## src/sv/mbf_pkg.sv

```systemverilog
// Shared widths, codes and defaults of the measure boundary finder.
`default_nettype none
package mbf_pkg;

  localparam int OPCODE_W    = 1;
  localparam int ENTRY_IDX_W = 4;
  localparam int TICK_W      = 63;
  localparam int QTICK_W     = 64;
  localparam int NUM_W       = 8;
  localparam int DEN_W       = 8;
  localparam int CFG_W       = 5;

  localparam int MAX_CHANGES_DEF        = 16;
  localparam int TICKS_PER_QUARTER_DEF  = 480;
  localparam int QUARTERS_PER_WHOLE     = 4;
  localparam int NUM_MAX                = (2 ** NUM_W) - 1;

  localparam logic [OPCODE_W-1:0] OP_WRITE = 1'b0;
  localparam logic [OPCODE_W-1:0] OP_QUERY = 1'b1;

endpackage
`default_nettype wire

```

## src/sv/mbf_if.sv

```systemverilog
// Valid/ready channel interfaces for the input items and the result words.
`default_nettype none
interface mbf_in_if;
  logic                               valid;
  logic                               ready;
  logic [mbf_pkg::OPCODE_W-1:0]       opcode;
  logic [mbf_pkg::ENTRY_IDX_W-1:0]    entry_index;
  logic [mbf_pkg::TICK_W-1:0]         entry_tick;
  logic [mbf_pkg::NUM_W-1:0]          entry_numerator;
  logic [mbf_pkg::DEN_W-1:0]          entry_denominator;
  logic signed [mbf_pkg::QTICK_W-1:0] query_tick;

  modport source (output valid, opcode, entry_index, entry_tick, entry_numerator,
                  entry_denominator, query_tick, input ready);
  modport sink   (input valid, opcode, entry_index, entry_tick, entry_numerator,
                  entry_denominator, query_tick, output ready);
endinterface

interface mbf_out_if;
  logic                         valid;
  logic                         ready;
  logic                         found;
  logic [mbf_pkg::TICK_W-1:0]   before_tick;
  logic [mbf_pkg::TICK_W-1:0]   after_tick;
  logic                         after_valid;

  modport source (output valid, found, before_tick, after_tick, after_valid, input ready);
  modport sink   (input valid, found, before_tick, after_tick, after_valid, output ready);
endinterface
`default_nettype wire

```

## src/sv/measure_boundary_finder.sv

```systemverilog
// Measure boundary finder: time-signature table, linear scan and shared serial divider.
//
//   channel  dir  handshake            payload
//   in_ch    in   valid/ready          opcode, entry fields, query_tick
//   out_ch   out  valid/ready          found, before_tick, after_tick, after_valid
//   cfg      in   cfg_we (no stall)    cfg_wdata = event_count
//
// A query scans the entries in order, then runs the restoring divider, one quotient bit
// per cycle, first for the measure length and then for the offset within the bar.
// One item is in work at a time; the next word may enter while a result waits.
// Reset is synchronous and clears the control state and event_count; the table
// holds whatever was written. A stalled out_ch holds the result register.
`default_nettype none
module measure_boundary_finder #(
  parameter int MAX_CHANGES       = mbf_pkg::MAX_CHANGES_DEF,
  parameter int TICKS_PER_QUARTER = mbf_pkg::TICKS_PER_QUARTER_DEF
) (
  input  wire logic                      clk,
  input  wire logic                      rst_n,
  mbf_in_if.sink                         in_ch,
  mbf_out_if.source                      out_ch,
  input  wire logic                      cfg_we,
  input  wire logic [mbf_pkg::CFG_W-1:0] cfg_wdata
);

  localparam int IDX_W   = (MAX_CHANGES > 1) ? $clog2(MAX_CHANGES) : 1;
  localparam int CNT_W   = $clog2(MAX_CHANGES + 1);
  localparam int BAR_MUL = TICKS_PER_QUARTER * mbf_pkg::QUARTERS_PER_WHOLE;
  localparam int MEAS_W  = $clog2(mbf_pkg::NUM_MAX * BAR_MUL + 1);
  localparam int TW      = mbf_pkg::TICK_W;
  localparam int QW      = mbf_pkg::QTICK_W;
  localparam int STEP_W  = $clog2(QW + 1);

  typedef enum logic [9:0] {
    ST_IDLE  = 10'b0000000001,
    ST_READ  = 10'b0000000010,
    ST_CMP   = 10'b0000000100,
    ST_MLOAD = 10'b0000001000,
    ST_MDIV  = 10'b0000010000,
    ST_MCHK  = 10'b0000100000,
    ST_DDIV  = 10'b0001000000,
    ST_NAT   = 10'b0010000000,
    ST_FIN   = 10'b0100000000,
    ST_DONE  = 10'b1000000000
  } state_t;

  // Table storage.
  logic [TW-1:0]                 tick_mem [MAX_CHANGES];
  logic [mbf_pkg::NUM_W-1:0]     num_mem  [MAX_CHANGES];
  logic [mbf_pkg::DEN_W-1:0]     den_mem  [MAX_CHANGES];
  logic [TW-1:0]                 rd_tick_r;
  logic [mbf_pkg::NUM_W-1:0]     rd_num_r;
  logic [mbf_pkg::DEN_W-1:0]     rd_den_r;
  logic [IDX_W-1:0]              rd_addr;
  logic                          mem_we;

  state_t                        state_r, state_nxt;
  logic [mbf_pkg::CFG_W-1:0]     cfg_count_r;
  logic [CNT_W-1:0]              cnt_lim;
  logic [CNT_W-1:0]              idx_r, idx_nxt, idx_inc;
  logic [QW-1:0]                 q_r, q_nxt;
  logic [TW-1:0]                 prev_tick_r, prev_tick_nxt;
  logic [mbf_pkg::NUM_W-1:0]     prev_num_r, prev_num_nxt;
  logic [mbf_pkg::DEN_W-1:0]     prev_den_r, prev_den_nxt;
  logic [TW-1:0]                 next_tick_r, next_tick_nxt;
  logic                          has_next_r, has_next_nxt;

  // Shared restoring divider.
  logic [MEAS_W-1:0]             rem_r, rem_nxt;
  logic [QW-1:0]                 dvd_r, dvd_nxt;
  logic [MEAS_W-1:0]             dsr_r, dsr_nxt;
  logic [STEP_W-1:0]             step_r, step_nxt;
  logic [MEAS_W:0]               trial;
  logic                          trial_ge;
  logic [MEAS_W-1:0]             rem_step;
  logic [MEAS_W-1:0]             bar_len;
  logic [QW-1:0]                 span;

  // Shared magnitude comparator.
  logic [QW-1:0]                 cmp_a, cmp_b;
  logic                          cmp_lt;

  logic [TW-1:0]                 lower_r, lower_nxt;
  logic [QW-1:0]                 nat_r, nat_nxt;
  logic                          res_found_r, res_found_nxt;
  logic [TW-1:0]                 res_before_r, res_before_nxt;
  logic [TW-1:0]                 res_after_r, res_after_nxt;
  logic                          res_avalid_r, res_avalid_nxt;

  logic                          out_valid_r, out_valid_nxt;
  logic                          out_found_r;
  logic [TW-1:0]                 out_before_r;
  logic [TW-1:0]                 out_after_r;
  logic                          out_avalid_r;
  logic                          out_load;

  assign in_ch.ready        = (state_r == ST_IDLE);
  assign out_ch.valid       = out_valid_r;
  assign out_ch.found       = out_found_r;
  assign out_ch.before_tick = out_before_r;
  assign out_ch.after_tick  = out_after_r;
  assign out_ch.after_valid = out_avalid_r;

  assign cnt_lim = (32'(cfg_count_r) > 32'(MAX_CHANGES)) ? CNT_W'(MAX_CHANGES)
                                                          : CNT_W'(cfg_count_r);
  assign idx_inc = idx_r + CNT_W'(1);
  assign rd_addr = idx_r[IDX_W-1:0];
  assign mem_we  = in_ch.valid && in_ch.ready && (in_ch.opcode == mbf_pkg::OP_WRITE) &&
                   (32'(in_ch.entry_index) < 32'(MAX_CHANGES));

  always_ff @(posedge clk) begin
    if (mem_we) begin
      tick_mem[IDX_W'(in_ch.entry_index)] <= in_ch.entry_tick;
      num_mem[IDX_W'(in_ch.entry_index)]  <= in_ch.entry_numerator;
      den_mem[IDX_W'(in_ch.entry_index)]  <= in_ch.entry_denominator;
    end
    rd_tick_r <= tick_mem[rd_addr];
    rd_num_r  <= num_mem[rd_addr];
    rd_den_r  <= den_mem[rd_addr];
  end

  // One quotient bit per cycle; the quotient shifts into the low end of the dividend.
  assign trial    = {rem_r, dvd_r[QW-1]};
  assign trial_ge = (trial >= {1'b0, dsr_r});
  assign rem_step = trial_ge ? MEAS_W'(trial - {1'b0, dsr_r}) : trial[MEAS_W-1:0];
  assign bar_len  = MEAS_W'(32'(prev_num_r) * 32'(BAR_MUL));
  assign span     = q_r - {1'b0, prev_tick_r};

  always_comb begin
    cmp_a = q_r;
    cmp_b = {1'b0, rd_tick_r};
    if (state_r == ST_FIN) begin
      cmp_a = {1'b0, next_tick_r};
      cmp_b = nat_r;
    end
  end
  assign cmp_lt = (cmp_a < cmp_b);

  assign out_load = (state_r == ST_DONE) && (!out_valid_r || out_ch.ready);

  always_comb begin
    state_nxt      = state_r;
    idx_nxt        = idx_r;
    q_nxt          = q_r;
    prev_tick_nxt  = prev_tick_r;
    prev_num_nxt   = prev_num_r;
    prev_den_nxt   = prev_den_r;
    next_tick_nxt  = next_tick_r;
    has_next_nxt   = has_next_r;
    rem_nxt        = rem_r;
    dvd_nxt        = dvd_r;
    dsr_nxt        = dsr_r;
    step_nxt       = step_r;
    lower_nxt      = lower_r;
    nat_nxt        = nat_r;
    res_found_nxt  = res_found_r;
    res_before_nxt = res_before_r;
    res_after_nxt  = res_after_r;
    res_avalid_nxt = res_avalid_r;
    out_valid_nxt  = out_valid_r && !out_ch.ready;

    unique case (state_r)
      ST_IDLE: begin
        if (in_ch.valid) begin
          q_nxt          = in_ch.query_tick;
          res_found_nxt  = 1'b0;
          res_before_nxt = '0;
          res_after_nxt  = '0;
          res_avalid_nxt = 1'b0;
          idx_nxt        = '0;
          if (in_ch.opcode == mbf_pkg::OP_WRITE || in_ch.query_tick[QW-1] ||
              cnt_lim == '0) begin
            state_nxt = ST_DONE;
          end else begin
            state_nxt = ST_READ;
          end
        end
      end
      ST_READ: begin
        state_nxt = ST_CMP;
      end
      ST_CMP: begin
        if (cmp_lt) begin
          // First entry past the tick: the one before it is the current change.
          next_tick_nxt = rd_tick_r;
          has_next_nxt  = 1'b1;
          state_nxt     = (idx_r == '0) ? ST_DONE : ST_MLOAD;
        end else begin
          prev_tick_nxt = rd_tick_r;
          prev_num_nxt  = rd_num_r;
          prev_den_nxt  = rd_den_r;
          idx_nxt       = idx_inc;
          if (idx_inc == cnt_lim) begin
            has_next_nxt = 1'b0;
            state_nxt    = ST_MLOAD;
          end else begin
            state_nxt = ST_READ;
          end
        end
      end
      ST_MLOAD: begin
        if (prev_den_r == '0) begin
          state_nxt = ST_DONE;
        end else begin
          rem_nxt   = '0;
          dvd_nxt   = {bar_len, (QW - MEAS_W)'(0)};
          dsr_nxt   = MEAS_W'(prev_den_r);
          step_nxt  = STEP_W'(MEAS_W);
          state_nxt = ST_MDIV;
        end
      end
      ST_MDIV: begin
        rem_nxt  = rem_step;
        dvd_nxt  = {dvd_r[QW-2:0], trial_ge};
        step_nxt = step_r - STEP_W'(1);
        if (step_r == STEP_W'(1)) begin
          state_nxt = ST_MCHK;
        end
      end
      ST_MCHK: begin
        // The low bits now hold the measure length, which becomes the divisor.
        if (dvd_r[MEAS_W-1:0] == '0) begin
          state_nxt = ST_DONE;
        end else begin
          dsr_nxt   = dvd_r[MEAS_W-1:0];
          rem_nxt   = '0;
          dvd_nxt   = {span[QW-2:0], 1'b0};
          step_nxt  = STEP_W'(QW - 1);
          state_nxt = ST_DDIV;
        end
      end
      ST_DDIV: begin
        rem_nxt  = rem_step;
        dvd_nxt  = {dvd_r[QW-2:0], trial_ge};
        step_nxt = step_r - STEP_W'(1);
        if (step_r == STEP_W'(1)) begin
          state_nxt = ST_NAT;
        end
      end
      ST_NAT: begin
        lower_nxt = q_r[TW-1:0] - TW'(rem_r);
        nat_nxt   = {1'b0, q_r[TW-1:0] - TW'(rem_r)} + QW'(dsr_r);
        state_nxt = ST_FIN;
      end
      ST_FIN: begin
        res_found_nxt  = 1'b1;
        res_before_nxt = lower_r;
        res_avalid_nxt = 1'b1;
        if (rem_r == '0) begin
          res_after_nxt = lower_r;
        end else if (has_next_r && (nat_r[QW-1] || cmp_lt)) begin
          res_after_nxt = next_tick_r;
        end else if (!nat_r[QW-1]) begin
          res_after_nxt = nat_r[TW-1:0];
        end else begin
          // Bar end does not fit in 63 bits and no later change caps it.
          res_after_nxt  = '0;
          res_avalid_nxt = 1'b0;
        end
        state_nxt = ST_DONE;
      end
      ST_DONE: begin
        if (out_load) begin
          out_valid_nxt = 1'b1;
          state_nxt     = ST_IDLE;
        end
      end
      default: begin
        state_nxt = ST_IDLE;
      end
    endcase
  end

  always_ff @(posedge clk) begin
    if (!rst_n) begin
      state_r     <= ST_IDLE;
      cfg_count_r <= '0;
      out_valid_r <= 1'b0;
    end else begin
      state_r     <= state_nxt;
      out_valid_r <= out_valid_nxt;
      if (cfg_we) begin
        cfg_count_r <= cfg_wdata;
      end
    end
  end

  always_ff @(posedge clk) begin
    idx_r        <= idx_nxt;
    q_r          <= q_nxt;
    prev_tick_r  <= prev_tick_nxt;
    prev_num_r   <= prev_num_nxt;
    prev_den_r   <= prev_den_nxt;
    next_tick_r  <= next_tick_nxt;
    has_next_r   <= has_next_nxt;
    rem_r        <= rem_nxt;
    dvd_r        <= dvd_nxt;
    dsr_r        <= dsr_nxt;
    step_r       <= step_nxt;
    lower_r      <= lower_nxt;
    nat_r        <= nat_nxt;
    res_found_r  <= res_found_nxt;
    res_before_r <= res_before_nxt;
    res_after_r  <= res_after_nxt;
    res_avalid_r <= res_avalid_nxt;
    if (out_load) begin
      out_found_r  <= res_found_r;
      out_before_r <= res_before_r;
      out_after_r  <= res_after_r;
      out_avalid_r <= res_avalid_r;
    end
  end

endmodule
`default_nettype wire

```

## src/flat_wrapper.sv

```systemverilog
// flat-port wrapper written by rule: the top's interface ports become plain ports
module measure_boundary_finder_flat 
#(
  parameter int MAX_CHANGES       = mbf_pkg::MAX_CHANGES_DEF,
  parameter int TICKS_PER_QUARTER = mbf_pkg::TICKS_PER_QUARTER_DEF
)
  (clk, rst_n, cfg_we, cfg_wdata, in_ch_valid, in_ch_opcode, in_ch_entry_index, in_ch_entry_tick, in_ch_entry_numerator, in_ch_entry_denominator, in_ch_query_tick, in_ch_ready, out_ch_valid, out_ch_found, out_ch_before_tick, out_ch_after_tick, out_ch_after_valid, out_ch_ready);
  mbf_in_if in_ch_i ();
  mbf_out_if out_ch_i ();
  input  wire logic clk;
  input  wire logic rst_n;
  input  wire logic cfg_we;
  input  wire logic [mbf_pkg::CFG_W-1:0] cfg_wdata;
  input wire logic [$bits(in_ch_i.valid)-1:0] in_ch_valid;
  input wire logic [$bits(in_ch_i.opcode)-1:0] in_ch_opcode;
  input wire logic [$bits(in_ch_i.entry_index)-1:0] in_ch_entry_index;
  input wire logic [$bits(in_ch_i.entry_tick)-1:0] in_ch_entry_tick;
  input wire logic [$bits(in_ch_i.entry_numerator)-1:0] in_ch_entry_numerator;
  input wire logic [$bits(in_ch_i.entry_denominator)-1:0] in_ch_entry_denominator;
  input wire logic [$bits(in_ch_i.query_tick)-1:0] in_ch_query_tick;
  output wire logic [$bits(in_ch_i.ready)-1:0] in_ch_ready;
  output wire logic [$bits(out_ch_i.valid)-1:0] out_ch_valid;
  output wire logic [$bits(out_ch_i.found)-1:0] out_ch_found;
  output wire logic [$bits(out_ch_i.before_tick)-1:0] out_ch_before_tick;
  output wire logic [$bits(out_ch_i.after_tick)-1:0] out_ch_after_tick;
  output wire logic [$bits(out_ch_i.after_valid)-1:0] out_ch_after_valid;
  input wire logic [$bits(out_ch_i.ready)-1:0] out_ch_ready;
  assign in_ch_i.valid = in_ch_valid;
  assign in_ch_i.opcode = in_ch_opcode;
  assign in_ch_i.entry_index = in_ch_entry_index;
  assign in_ch_i.entry_tick = in_ch_entry_tick;
  assign in_ch_i.entry_numerator = in_ch_entry_numerator;
  assign in_ch_i.entry_denominator = in_ch_entry_denominator;
  assign in_ch_i.query_tick = in_ch_query_tick;
  assign in_ch_ready = in_ch_i.ready;
  assign out_ch_valid = out_ch_i.valid;
  assign out_ch_found = out_ch_i.found;
  assign out_ch_before_tick = out_ch_i.before_tick;
  assign out_ch_after_tick = out_ch_i.after_tick;
  assign out_ch_after_valid = out_ch_i.after_valid;
  assign out_ch_i.ready = out_ch_ready;
  measure_boundary_finder #(.MAX_CHANGES(MAX_CHANGES), .TICKS_PER_QUARTER(TICKS_PER_QUARTER)) u_core (.clk(clk), .rst_n(rst_n), .in_ch(in_ch_i), .out_ch(out_ch_i), .cfg_we(cfg_we), .cfg_wdata(cfg_wdata));
endmodule
```

## config.mk

```make
export PLATFORM = sky130hd
export DESIGN_NAME = measure_boundary_finder_flat
export DESIGN_NICKNAME = d
export VERILOG_FILES = /design/src/sv/mbf_pkg.sv /design/src/sv/mbf_if.sv /design/src/sv/measure_boundary_finder.sv /design/src/flat_wrapper.sv
export SDC_FILE = /design/constraint.sdc
export NUM_CORES = 2
export LEC_CHECK = 0
export BUFFER_PORTS_ARGS = -buffer_cell sky130_fd_sc_hd__buf_2
export CELL_PAD_IN_SITES_DETAIL_PLACEMENT = 1
export CELL_PAD_IN_SITES_GLOBAL_PLACEMENT = 1
export CORE_MARGIN = 2
export CORE_UTILIZATION = 30
export DETAILED_ROUTE_END_ITERATION = 10
export PLACE_DENSITY_LB_ADDON = 0.1
export REMOVE_ABC_BUFFERS = 1
export SLEW_MARGIN = 10
export SYNTH_ARGS = -nofsm -noshare
export SYNTH_HDL_FRONTEND = slang
export SYNTH_SLANG_ARGS = --single-unit
export TNS_END_PERCENT = 5
```

## constraint.sdc

```tcl
create_clock -name clk -period 10.85 [get_ports clk]
set_input_delay 0.5425 -clock clk [delete_from_list [all_inputs] [get_ports clk]]
set_output_delay 0.5425 -clock clk [all_outputs]
set_load 0.005 [all_outputs]
```

==> run summary <==
The flow ran to the end, and the final reports show no timing, DRC or antenna violations. The first global-routing pass estimated 369.4 mm of wire. The floorplan step set the die width to 542.0 um.

The cell sitting at the root of the clock tree is a sky130_fd_sc_hd__clkbuf_16. TritonCTS built the clock tree. Summed over all cells, the static leakage comes to 0.03372 uW. The floorplan row count came out at 197.

The total number of vias came out at 47270. The number of synthesized flops with an enable pin is 1968. The number of cell instances on the worst register-to-register path came out at 19. The count of fill cells added during filler insertion is 28760. The worst register-to-register path ends at u_core.res_after_r[59]$_SDFFCE_PP0P_. The setup slack after layout came out at 4.030 ns. The required time of the worst setup path is 11.53 ns.

The total power density per cell area is 201.0 mW/mm2. The maximum clock frequency is 146.6 MHz. The routed design has 256.0 mm of wire. The highest ir drop seen on vdd came out at 0.1279 mV.

The largest stage delay on the critical path came out at 0.65 ns. The post-synthesis to final-layout area growth came out at 17.84%. The mean instance size in the synthesized netlist is 17.21 um2. Yosys instantiated no cell more often than sky130_fd_sc_hd__edfxtp_1.

The number of synthesis warnings is 0. The total power draw came out at 20560 uW. The flop-to-flop setup slack is 4.03 ns.

The highest fanout seen on the critical path came out at 124. The area enclosed by the die boundary is 0.2937 mm2. For this run, global-route usage on met3 was measured as 0.02154. The critical path goes through or4_1 > nor4bb_4 > buf_12 > buf_4 > mux2_2 > ha_1 > nand4_1 > nor2_1 > and3_1 > a221oi_1 > o21ai_0 > or2_2 > o311a_1 > nor2_1 > buf_4 > and2_2 > buf_4 > o21ai_0 > a31oi_1. The data arrival time at the worst-slack endpoint came out at 7.49 ns. The critical setup path kind is flip-flop to flip-flop.

Dividing the detail-routed via count by the number of cells gives 4.946. Dividing the detail-routed wire length by the instance count gives 26.78 um. During I/O placement, the number of pins put on the boundary was 288. Counting instances in the post-synthesis netlist gives the leading cell types as sky130_fd_sc_hd__edfxtp_1 (1968), sky130_fd_sc_hd__mux4_2 (395), sky130_fd_sc_hd__o21ai_0 (284), sky130_fd_sc_hd__nand2_1 (208), sky130_fd_sc_hd__ha_1 (201). The ratio of final minimum period to clock period came out at 0.6285. Between clock sinks in the finished design, the worst skew comes to 0.09100 ns. The y dimension of the die came out at 542.0 um. The synthesized netlist contains 80 unique library cells. The total number of H-tree levels came out at 4. In the final layout, flip-flops and latches occupy 0.06100 mm2. The time the worst path needs with I/O delays and setup came out at 6.820 ns. The critical path starts at u_core.state_r[1]$_SDFFE_PN0P_. The portion of synthesized cell area occupied by the leading cell type is 0.6807. The layer flagged by global routing as most heavily used is met2. The cell that appears most often on the critical path is sky130_fd_sc_hd__buf_4. Setup repair after global routing left no endpoint under its margin. The final cell count without fillers came out at 9557. The share of flip-flops with an asynchronous set or reset after synthesis came out at 0. The number of global-route vias before repair is 50300.

The area of the core is 0.2879 mm2. The met2 track utilization from global routing came out at 0.2796. The maximum number of buffers from clock root to sink is 4. The total of max-cap violations is 0. The total grt overflow is 0. The count of input and output buffers came out at 287.

The predominant post-synthesis flop cell is sky130_fd_sc_hd__edfxtp_1. On the critical path, the stage with the largest delay is an instance of sky130_fd_sc_hd__buf_4. The max-slew violation total from the final report is 0. The detailed placement HPWL came out at 158.3 mm. The total standard cell area after synthesis is 0.08682 mm2.

The synthesized design spends more area on one cell type than any other, namely sky130_fd_sc_hd__edfxtp_1. The number of antenna violations at the first check in global routing came out at 49. The initial cell density of the core came out at 0.3016. The total routing resource utilization after global routing came out at 0.1725.

Before CTS, the worst setup slack after placement is 3.990 ns. Ranked by total cell area, the synthesized netlist is headed by sky130_fd_sc_hd__edfxtp_1 (68%), sky130_fd_sc_hd__mux4_2 (10%), sky130_fd_sc_hd__ha_1 (2.9%). The number of endpoints with negative hold slack in the final report is 0. The number of hold-repair buffers added at the cts stage is 149. The area of combinational cells with multiple inputs is 0.02453 mm2. The number of setup buffers added after CTS is 0. The detail route stage leaves a number of antenna-violating nets equal to 0.

The largest net degree at the start of global routing came out at 125. The critical register-to-register path startpoint is u_core.state_r[1]$_SDFFE_PN0P_. The most critical setup path has its endpoint at u_core.res_after_r[59]$_SDFFCE_PP0P_.

The share of final-layout standard cells stronger than drive strength 1 is 0.2135. The count of instances resized after the clock tree is built is 0. The number of sinks driven by the clock tree is 2063.

After synthesis the netlist holds a flip-flop and latch count of 2063. The worst min-delay path category is input port to flip-flop. The actual slew at the worst max-slew pin is 1.063 ns. The relative max-transition margin came out at 0.2824. STA classifies the critical path endpoint as a flip-flop.

The part of the Yosys area used for sequential elements came out at 0.7026. The remaining design rule violation count came out at 0. The detailed router finished its first iteration with 2783 violations. The final setup violation count came out at 0. The number of placed instances, taps included is 8966. The met1 demand-to-capacity share in global routing came out at 0.2455. The total CTS buffers is 236. The clock transition at the registers of the reported paths is 0.06 ns. The gate count of the mapped netlist came out at 5045. The number of nets in the final layout is 5948. The kind of launch point of the worst setup path is a flip-flop. The detailed-router iteration count before antenna repair came out at 7. At the end of routability-driven placement, the weighted congestion stood at 0.8133. The clock latency of the later-clocked register in the worst-skew pair is 0.91 ns.
-- cell families (layout without fill, tap and decap cells) --
kind of cell	after synthesis	after routing	synth area share
buf+inv	394	1101	0.01711
simple gates	857	857	0.05276
fa+ha+maj	218	218	0.03289
flops	2063	2063	0.7026
mux	541	541	0.1202
compound gates	772	772	0.05433
xor+xnor	200	200	0.02018
other cells	0	24	0
-- worst max-delay path: cells and delay by family (launching register included) --
family | cells | cell delay (ns)
AO/OA/AOI/OAI | 5 | 1.23
adder cells (fa/ha/maj) | 1 | 0.33
buffers and inverters | 4 | 1.83
flip-flops | 1 | 0.36
multiplexers | 1 | 0.41
AND/OR/NAND/NOR | 8 | 1.99
-- worst min path at each step --
stage | slack [ns] | endpoint | from | cells after the start
after floorplan | 0.39 | u_core.prev_den_r[0]$_DFFE_PP_ | u_core.rd_den_r[0]$_DFF_P_ | 0
after global placement | 0.40 | u_core.prev_num_r[1]$_DFFE_PP_ | u_core.rd_num_r[1]$_DFF_P_ | 0
after detailed placement | 0.39 | u_core.prev_num_r[0]$_DFFE_PP_ | u_core.rd_num_r[0]$_DFF_P_ | 0
after CTS | 0.03 | u_core.out_ch.valid$_SDFF_PN0_ | out_ch_ready | 3
after global routing | 0.1 | u_core.out_ch.valid$_SDFF_PN0_ | out_ch_ready | 3
final | 0.10 | u_core.out_ch.valid$_SDFF_PN0_ | out_ch_ready | 3
-- flip-flops by register name, summed over array words and instances (netlist names), 64 cells and up --
name / flops
u_core.q_r: 64
u_core.tick_mem: 1008
u_core.den_mem: 128
u_core.nat_r: 64
u_core.dvd_r: 64
u_core.num_mem: 128
-- cell usage in the layout (no fill, tap or decap), types with 49 or more instances in the layout --
| master | count |
|---|---|
| sky130_fd_sc_hd__a31oi_1 | 74 |
| sky130_fd_sc_hd__xor2_1 | 73 |
| sky130_fd_sc_hd__mux4_2 | 395 |
| sky130_fd_sc_hd__nand2_1 | 207 |
| sky130_fd_sc_hd__nand3b_1 | 70 |
| sky130_fd_sc_hd__ha_1 | 201 |
| sky130_fd_sc_hd__inv_1 | 169 |
| sky130_fd_sc_hd__edfxtp_1 | 1968 |
| sky130_fd_sc_hd__dfxtp_1 | 95 |
| sky130_fd_sc_hd__and2_1 | 88 |
| sky130_fd_sc_hd__xnor2_1 | 127 |
| sky130_fd_sc_hd__clkbuf_1 | 49 |
| sky130_fd_sc_hd__mux2_2 | 61 |
| sky130_fd_sc_hd__buf_2 | 287 |
| sky130_fd_sc_hd__mux2i_1 | 85 |
| sky130_fd_sc_hd__a21o_1 | 84 |
| sky130_fd_sc_hd__clkbuf_16 | 237 |
| sky130_fd_sc_hd__buf_4 | 57 |
| sky130_fd_sc_hd__a21oi_1 | 155 |
| sky130_fd_sc_hd__o21ai_0 | 284 |
| sky130_fd_sc_hd__nor2_1 | 129 |
| sky130_fd_sc_hd__dlygate4sd3_1 | 149 |
| sky130_fd_sc_hd__nor3_1 | 57 |
-- power by group --
part / switching, uW / internal, uW / total (uW) / leakage (uW)
Sequential: 513 / 9210 / 9720 / 0.0185
Combinational: 1620 / 1320 / 2940 / 0.0115
Clock: 3220 / 4680 / 7910 / 0.00371
Total: 5350 / 15200 / 20600 / 0.0337
-- layout make-up --
| cell class | instances | area share |
|---|---|---|
| Antenna cell | 24 | 0.0005870 |
| Clock buffer | 313 | 0.06340 |
| Clock inverter | 105 | 0.01099 |
| Inverter | 171 | 0.006335 |
| Multi-Input combinational cell | 2588 | 0.2398 |
| Sequential cell | 2063 | 0.5962 |
| Tap cell | 3781 | 0.04624 |
| Timing Repair Buffer | 512 | 0.03647 |
-- routing by layer --
layer / part of all wire / vias up
li1: - / 21140
met1: 0.47 / 24870
met2: 0.47 / 892
met3: 0.038 / 344
met4: 0.022 / 18
met5: 0.00050 / -
-- through the flow --
step                      instance area (um2)  TNS [ns]  hold slack, ns  utilization
after floorplan                         85980  -6764.47          0.3855            -
after global placement                  93130         0          0.3969       0.3235
after detailed placement                93150         0          0.3902       0.3235
after CTS                              102200         0         0.03114       0.3552
after global routing                   102300         0         0.09644       0.3553
final                                  102300         0          0.1048       0.3554
(Power assumes the default switching activity.)
